<file path="config.mk">
export PLATFORM = sky130hd
export DESIGN_NAME = led_matrix_scroll_marquee
export DESIGN_NICKNAME = d
export VERILOG_FILES = /design/src/sv/ledm_pkg.sv /design/src/sv/led_matrix_scroll_marquee.sv
export SDC_FILE = /design/constraint.sdc
export NUM_CORES = 2
export LEC_CHECK = 0
export BUFFER_PORTS_ARGS = -buffer_cell sky130_fd_sc_hd__buf_2
export CAP_MARGIN = 25
export CORE_ASPECT_RATIO = 1.5
export CORE_UTILIZATION = 48
export CTS_CLUSTER_SIZE = 12
export DETAILED_ROUTE_END_ITERATION = 7
export GPL_ROUTABILITY_DRIVEN = 0
export SLEW_MARGIN = 20
export SYNTH_ARGS = -nofsm -noshare
export SYNTH_HDL_FRONTEND = slang
export SYNTH_SLANG_ARGS = --single-unit
</file>
<file path="constraint.sdc">
create_clock -name i_clk -period 10.7 [get_ports i_clk]
set_clock_uncertainty 0.05 [all_clocks]
set_input_delay 1.605 -clock i_clk [delete_from_list [all_inputs] [get_ports i_clk]]
set_output_delay 1.605 -clock i_clk [all_outputs]
set_load 0.1 [all_outputs]
</file>
<file path="src/sv/ledm_pkg.sv">
// Package for the scrolling LED matrix marquee.
// Item types, store sizing, reset values and command/register codes.
// No dependencies.
package ledm_pkg;

    localparam int MAX_GLYPHS  = 32;
    localparam int GLYPH_ROWS  = 8;
    localparam int GLYPH_AW    = (MAX_GLYPHS > 1) ? $clog2(MAX_GLYPHS) : 1;
    localparam int GLYPH_BITS  = GLYPH_ROWS * 8;

    localparam logic [5:0]  COUNT_RESET    = 6'd14;
    localparam logic [15:0] INTERVAL_RESET = 16'd100;

    localparam logic CMD_TICK      = 1'b0;
    localparam logic CMD_ROW_WRITE = 1'b1;

    localparam logic REG_GLYPH_COUNT     = 1'b0;
    localparam logic REG_SCROLL_INTERVAL = 1'b1;

    typedef struct packed {
        logic       cmd;
        logic [4:0] glyph_slot;
        logic [2:0] glyph_row;
        logic [7:0] row_bits;
    } t_in_item;

    typedef struct packed {
        logic [2:0] scan_row;
        logic [7:0] column_select;
        logic [7:0] row_pattern;
        logic       last_row;
    } t_out_item;

endpackage

</file>
<file path="src/sv/led_matrix_scroll_marquee.sv">
// Scrolling 8x8 LED matrix marquee: glyph store, scroll timing and row scan output.
// Depends on ledm_pkg.
//
// Each input item is either a glyph row write or a one-millisecond tick. A row write
// never waits in the input register and produces no output. A tick produces eight scan
// words, rows 0..7, one per cycle unless i_stall holds them, from a single output
// register, after passing the input register and the read stage. The input side
// keeps taking items while scan words drain: one item waits in the input register
// and one tick waits after its glyph store read. The glyph store reads as blank after
// reset without a clearing pass, so items are taken right from reset.
module led_matrix_scroll_marquee (
    input  logic                 i_clk,
    input  logic                 i_rst_n,
    input  logic                 i_valid,
    output logic                 o_stall,
    input  ledm_pkg::t_in_item   i_item,
    output logic                 o_valid,
    input  logic                 i_stall,
    output ledm_pkg::t_out_item  o_item,
    input  logic                 psel,
    input  logic                 penable,
    input  logic                 pwrite,
    input  logic [2:0]           paddr,
    input  logic [31:0]          pwdata,
    output logic [31:0]          prdata,
    output logic                 pready
);

    localparam int AW = ledm_pkg::GLYPH_AW;
    localparam int GB = ledm_pkg::GLYPH_BITS;

    logic [GB-1:0] r_mem   [ledm_pkg::MAX_GLYPHS];
    logic [7:0]    r_valid [ledm_pkg::MAX_GLYPHS];

    logic [5:0]  r_count;
    logic [15:0] r_interval;
    logic [15:0] r_elapsed;
    logic [2:0]  r_shift;
    logic [5:0]  r_pos;
    logic [7:0]  r_display [ledm_pkg::GLYPH_ROWS];

    logic                r_s1_v;
    ledm_pkg::t_in_item  r_s1_item;

    logic          r_s2_v;
    logic          r_s2_scroll;
    logic [2:0]    r_s2_shift;
    logic          r_s2_blank_a;
    logic          r_s2_blank_b;
    logic [GB-1:0] r_s2_word_a;
    logic [GB-1:0] r_s2_word_b;
    logic [7:0]    r_s2_mask_a;
    logic [7:0]    r_s2_mask_b;

    logic       r_em_v;
    logic [2:0] r_em_idx;

    logic          out_take;
    logic          em_load;
    logic          s2_free;
    logic          s1_adv;
    logic          s1_tick;
    logic          s1_wr;
    logic          in_take;
    logic [6:0]    n_used;
    logic [15:0]   elapsed_inc;
    logic          do_scroll;
    logic [6:0]    frame_a;
    logic [6:0]    frame_b;
    logic [6:0]    frame_a_m1;
    logic          blank_a;
    logic          blank_b;
    logic [AW-1:0] idx_a;
    logic [AW-1:0] idx_b;
    logic [6:0]    slot_ext;
    logic          slot_ok;
    logic [AW-1:0] wr_idx;
    logic          cfg_wr;
    logic [7:0]    n_rows [ledm_pkg::GLYPH_ROWS];

    // handshake and pipeline advance
    assign out_take = r_em_v && !i_stall;
    assign em_load  = r_s2_v && (!r_em_v || (out_take && r_em_idx == 3'd7));
    assign s2_free  = !r_s2_v || em_load;
    assign s1_tick  = r_s1_v && (r_s1_item.cmd == ledm_pkg::CMD_TICK);
    assign s1_wr    = r_s1_v && (r_s1_item.cmd == ledm_pkg::CMD_ROW_WRITE);
    assign s1_adv   = s1_wr || (s1_tick && s2_free);
    assign o_stall  = r_s1_v && !s1_adv;
    assign in_take  = i_valid && !o_stall;

    // scroll timing and frame selection
    always_comb begin
        if ({1'b0, r_count} > 7'(ledm_pkg::MAX_GLYPHS)) begin
            n_used = 7'(ledm_pkg::MAX_GLYPHS);
        end else begin
            n_used = {1'b0, r_count};
        end
        elapsed_inc = r_elapsed + 16'd1;
        do_scroll   = (elapsed_inc >= r_interval);
        frame_a     = {1'b0, r_pos};
        frame_b     = frame_a + 7'd1;
        frame_a_m1  = frame_a - 7'd1;
        blank_a     = (frame_a == 7'd0) || (frame_a > n_used);
        blank_b     = (frame_b > n_used);
        idx_a       = frame_a_m1[AW-1:0];
        idx_b       = frame_a[AW-1:0];
        slot_ext    = {2'b00, r_s1_item.glyph_slot};
        slot_ok     = (slot_ext < 7'(ledm_pkg::MAX_GLYPHS));
        wr_idx      = slot_ext[AW-1:0];
    end

    // new display rows: low byte of {b, a} >> shift
    always_comb begin
        logic [7:0]  a;
        logic [7:0]  b;
        logic [15:0] pair;
        for (int r = 0; r < ledm_pkg::GLYPH_ROWS; r++) begin
            a = r_s2_blank_a ? 8'd0 :
                (r_s2_mask_a[r] ? r_s2_word_a[r*8 +: 8] : 8'd0);
            b = r_s2_blank_b ? 8'd0 :
                (r_s2_mask_b[r] ? r_s2_word_b[r*8 +: 8] : 8'd0);
            pair = {b, a} >> r_s2_shift;
            n_rows[r] = pair[7:0];
        end
    end

    // glyph store
    always_ff @(posedge i_clk) begin
        if (s1_wr && slot_ok) begin
            r_mem[wr_idx][{r_s1_item.glyph_row, 3'b000} +: 8] <= r_s1_item.row_bits;
        end
        if (s1_tick && s2_free) begin
            r_s2_word_a <= r_mem[idx_a];
            r_s2_word_b <= r_mem[idx_b];
        end
    end

    always_ff @(posedge i_clk) begin
        if (!i_rst_n) begin
            for (int g = 0; g < ledm_pkg::MAX_GLYPHS; g++) begin
                r_valid[g] <= 8'd0;
            end
        end else if (s1_wr && slot_ok) begin
            r_valid[wr_idx][r_s1_item.glyph_row] <= 1'b1;
        end
    end

    // configuration
    assign cfg_wr = psel && penable && pwrite;
    assign pready = 1'b1;
    assign prdata = (paddr[2] == ledm_pkg::REG_GLYPH_COUNT) ? {26'd0, r_count}
                                                            : {16'd0, r_interval};

    always_ff @(posedge i_clk) begin
        if (!i_rst_n) begin
            r_count    <= ledm_pkg::COUNT_RESET;
            r_interval <= ledm_pkg::INTERVAL_RESET;
        end else if (cfg_wr) begin
            if (paddr[2] == ledm_pkg::REG_GLYPH_COUNT) begin
                r_count <= pwdata[5:0];
            end else begin
                r_interval <= pwdata[15:0];
            end
        end
    end

    // input register and scroll state
    always_ff @(posedge i_clk) begin
        if (in_take) begin
            r_s1_item <= i_item;
        end
    end

    always_ff @(posedge i_clk) begin
        if (!i_rst_n) begin
            r_s1_v    <= 1'b0;
            r_elapsed <= 16'd0;
            r_shift   <= 3'd0;
            r_pos     <= 6'd0;
        end else begin
            if (in_take) begin
                r_s1_v <= 1'b1;
            end else if (s1_adv) begin
                r_s1_v <= 1'b0;
            end
            if (s1_tick && s2_free) begin
                if (do_scroll) begin
                    r_elapsed <= 16'd0;
                    r_shift   <= r_shift + 3'd1;
                    if (r_shift == 3'd7) begin
                        if (frame_a >= n_used) begin
                            r_pos <= 6'd0;
                        end else begin
                            r_pos <= r_pos + 6'd1;
                        end
                    end
                end else begin
                    r_elapsed <= elapsed_inc;
                end
            end
        end
    end

    // read stage
    always_ff @(posedge i_clk) begin
        if (s1_tick && s2_free) begin
            r_s2_scroll  <= do_scroll;
            r_s2_shift   <= r_shift;
            r_s2_blank_a <= blank_a;
            r_s2_blank_b <= blank_b;
            r_s2_mask_a  <= r_valid[idx_a];
            r_s2_mask_b  <= r_valid[idx_b];
        end
    end

    always_ff @(posedge i_clk) begin
        if (!i_rst_n) begin
            r_s2_v <= 1'b0;
        end else if (s1_tick && s2_free) begin
            r_s2_v <= 1'b1;
        end else if (em_load) begin
            r_s2_v <= 1'b0;
        end
    end

    // display rows and scan output
    always_ff @(posedge i_clk) begin
        if (!i_rst_n) begin
            for (int r = 0; r < ledm_pkg::GLYPH_ROWS; r++) begin
                r_display[r] <= 8'd0;
            end
        end else if (em_load && r_s2_scroll) begin
            for (int r = 0; r < ledm_pkg::GLYPH_ROWS; r++) begin
                r_display[r] <= n_rows[r];
            end
        end
    end

    always_ff @(posedge i_clk) begin
        if (!i_rst_n) begin
            r_em_v   <= 1'b0;
            r_em_idx <= 3'd0;
        end else if (em_load) begin
            r_em_v   <= 1'b1;
            r_em_idx <= 3'd0;
        end else if (out_take) begin
            r_em_idx <= r_em_idx + 3'd1;
            if (r_em_idx == 3'd7) begin
                r_em_v <= 1'b0;
            end
        end
    end

    assign o_valid              = r_em_v;
    assign o_item.scan_row      = r_em_idx;
    assign o_item.column_select = ~(8'd1 << r_em_idx);
    assign o_item.row_pattern   = r_display[r_em_idx];
    assign o_item.last_row      = (r_em_idx == 3'd7);

endmodule

</file>
==> flow_summary.toml <==
[placement]
io_buffers = 78
dp_slack_ps = 5090
hpwl_um = 215000

[synth]
ys_ff_latch = 2583
syn_inst = 6386
avgSynthCellArea_um2 = 18.6
syn_area_mm2 = 0.119
synthAdderAreaFrac_pct = 0.463
yosysTopAreaCell = "edfxtp_1"
synth-edff-count = 2271
synthSimpleGateAreaFrac_pct = 3.78
yosys_warnings = 0
synth_compound_area_share_pct = 2.39
ys_top_cells_by_area = "edfxtp_1, mux4_2, dfxtp_1"
synth_top_family_by_area = "multiplexers"
synthXorXnorAreaFrac_pct = 0.280
synth_top_area_share_pct = 57.3
ys.flop_type = "edfxtp_1"
synth_seq_area_share_pct = 62.6
synth_cell_types = 54
synth_async_sr_flop_share_pct = 0
muxShareOfSynthArea_pct = 28.5

[die]
row_count = 223
die_x_um = 408
io_pins = 114
fp.coreArea_mm2 = 0.246
die_h_um = 612
die-area_mm2 = 0.250
start_util_pct = 48.3

[setup_path]
arrival_ps = 5960
path_max_fanout = 50
cp-start-kind = "flop"
crit_type = "reg2reg"
crit_slowest_cell = "dfxtp_4"
cpMostUsedCell = "buf_4"
path_cells = "buf_4, buf_4, buf_4, mux4_2, mux4_2, mux2_2"
cp-end-kind = "flop"
crit_required_ps = 11230
cpPeakStageDelay_ps = 940

[cells_and_area]
fillers = 19300
areaGrowthSynthToFinish_pct = 10.8
layout-drive-gt1-share_pct = 35.3
final_nets = 6619

[sta]
rsz0062_at_grt = "no"
fmax_mhz = 184
setup_violations = 0
finalHoldViolations = 0
min_period_ps = 5430
worst_slack_ps = 5270
slew_violations = 0
slew_headroom_pct = 20.8
period_share_pct = 50.7
tns_ps = 0
worstMarginPinSlew_ps = 1190

[drt]
post_drt_via_cell_ratio = 6.70
ant_nets = 0
via_count = 66700
drt-wirelength-per-cell_um = 34.6
drc = 0
drt_iter0_markers = 7729
dr.pass1.iters = 6
drt-total-wl_um = 345000

[cts]
tritoncts = "done"
postCtsSetupBuffers = 0
cts_sinks = 2583
postCtsHoldBufs = 0
cts_made_buffers = 269
clock-root-buffer = "clkbuf_16"
post_cts_resized = 0
htree_levels = 5
clockBufferDepth = 4
insertion_delay_ps = 850
clk_pin_slew_worst_paths_ps = 60

[global_route]
antenna_found_initial = 26
grt_pass1_wl_um = 488000
grt-ovfl-total = 0
grt_max_degree = 218
grt_pass1_vias = 66500
track_usage_pct = 27.4

[flow_run]
cap_violations = 0

[power_and_ir_drop]
total_power_mw = 19.9
peakVddDrop_v = 0.000115
p_leak_nw = 44.6
p_per_area_mw_per_mm2 = 151

[outcome]
status = "finished clean"

[worst_hold_path]
hold_class = "reg2reg"
-- placed cells by master, fill, tap and decap left out, types with 30 or more instances in the layout --
cell	n
edfxtp_1	2271
mux4_2	1376
nand2_1	389
nor2_1	341
dfxtp_1	307
o21ai_0	285
clkbuf_16	273
buf_4	238
mux2_2	199
clkbuf_1	85
buf_2	77
nor3_1	68
mux2i_1	61
a211oi_1	58
and2_1	51
ha_1	43
diode_2	37
nand2_2	35
nand3_1	34
buf_8	34
inv_1	32
a311oi_1	30
-- cell usage after synthesis (25+ instances only) --
cell type and n:
and2_1 66, a311oi_1 30, buf_2 90, nand2_1 424, nor3_1 71, nand3_1 35
mux2i_1 61, buf_1 73, buf_4 37, inv_1 34, o21ai_0 285, mux4_2 1376
ha_1 44, edfxtp_1 2271, clkbuf_1 322, a21oi_1 25, a211oi_1 58, dfxtp_1 312
nor2b_1 26, mux2_2 199, nor2_1 361
-- metrics by stage --
step | utilization, % | instances | hold WS [ps] | instance area (µm²)
after floorplan | - | 6401 | 384 | 119000
after global placement | 50.0 | 9407 | 400 | 123000
after global routing | 53.5 | 9915 | 436 | 132000
final | 53.5 | 9950 | 420 | 132000
after detailed placement | 50.1 | 9450 | 414 | 123000
after CTS | 53.2 | 9856 | 424 | 131000
-- registers in the layout, indices dropped and copies added, names as in the netlist, named ones only --
name / flops
r_display: 64
r_shift: 3
r_pos: 6
r_s2_blank_a: 1
r_s2_mask_b: 8
wr_idx: 5
r_s1_item: 12
o_valid: 1
r_interval: 16
r_count: 6
r_s2_word_a: 64
r_valid: 256
r_s2_shift: 3
r_elapsed: 16
r_s2_blank_b: 1
r_s2_scroll: 1
r_em_idx: 3
r_s2_v: 1
r_mem: 2048
r_s2_mask_a: 8
r_s1_v: 1
r_s2_word_b: 56
-- path summary, 6_finish.rpt --
path / startpoint / end / slack (ps) / cells after the start
worst max-delay path: r_pos[0] / r_s2_word_a[9] / 5270 / 6
worst min-delay path: r_interval[14] / r_interval[14] / 420 / 2
worst max register to register: r_pos[0] / r_s2_word_a[9] / 5270 / 6
worst min register to register: r_interval[14] / r_interval[14] / 420 / 2
-- report_power, final --
group | total, mW | switching (mW) | internal [mW]
Combinational | 0.377 | 0.311 | 0.0667
Clock | 8.55 | 3.81 | 4.74
Sequential | 10.9 | 0.0170 | 10.9
-- cell families (layout without fill, tap and decap cells) --
family | Yosys count | after routing
AOI/OAI and AO/OA | 471 | 471
xor gates and xnor gates | 38 | 38
adders and majority gates | 44 | 44
buffers and inverters | 563 | 813
DFF | 2583 | 2583
muxes | 1636 | 1636
other | 2 | 54
and+or+nand+nor | 1049 | 1049
-- critical path: cells and delay by family (launching register included) --
| family | cells | cell delay (ps) |
|---|---|---|
| muxes | 3 | 1490 |
| DFF | 1 | 940 |
| buffers and inverters | 3 | 2470 |
-- area by class of cell --
class	count	area (µm²)	share of cell area, %
repair buffers	373	3100	2.35
flip-flops and latches	2583	74500	56.5
inverters	34	128	0.0968
multi-input cells	3255	42400	32.2
diodes	37	92.6	0.0703
clock buffers	367	7270	5.51
well taps	3262	4080	3.10
clock inverters	39	279	0.212
-- per-layer routing --
metal | global-route usage [%] | wire length (µm)
met5 | 0 | 71
met4 | 10.2 | 12000
met3 | 5.15 | 28600
met2 | 46.8 | 178000
met1 | 34.8 | 126000
(Power assumes the default switching activity.)
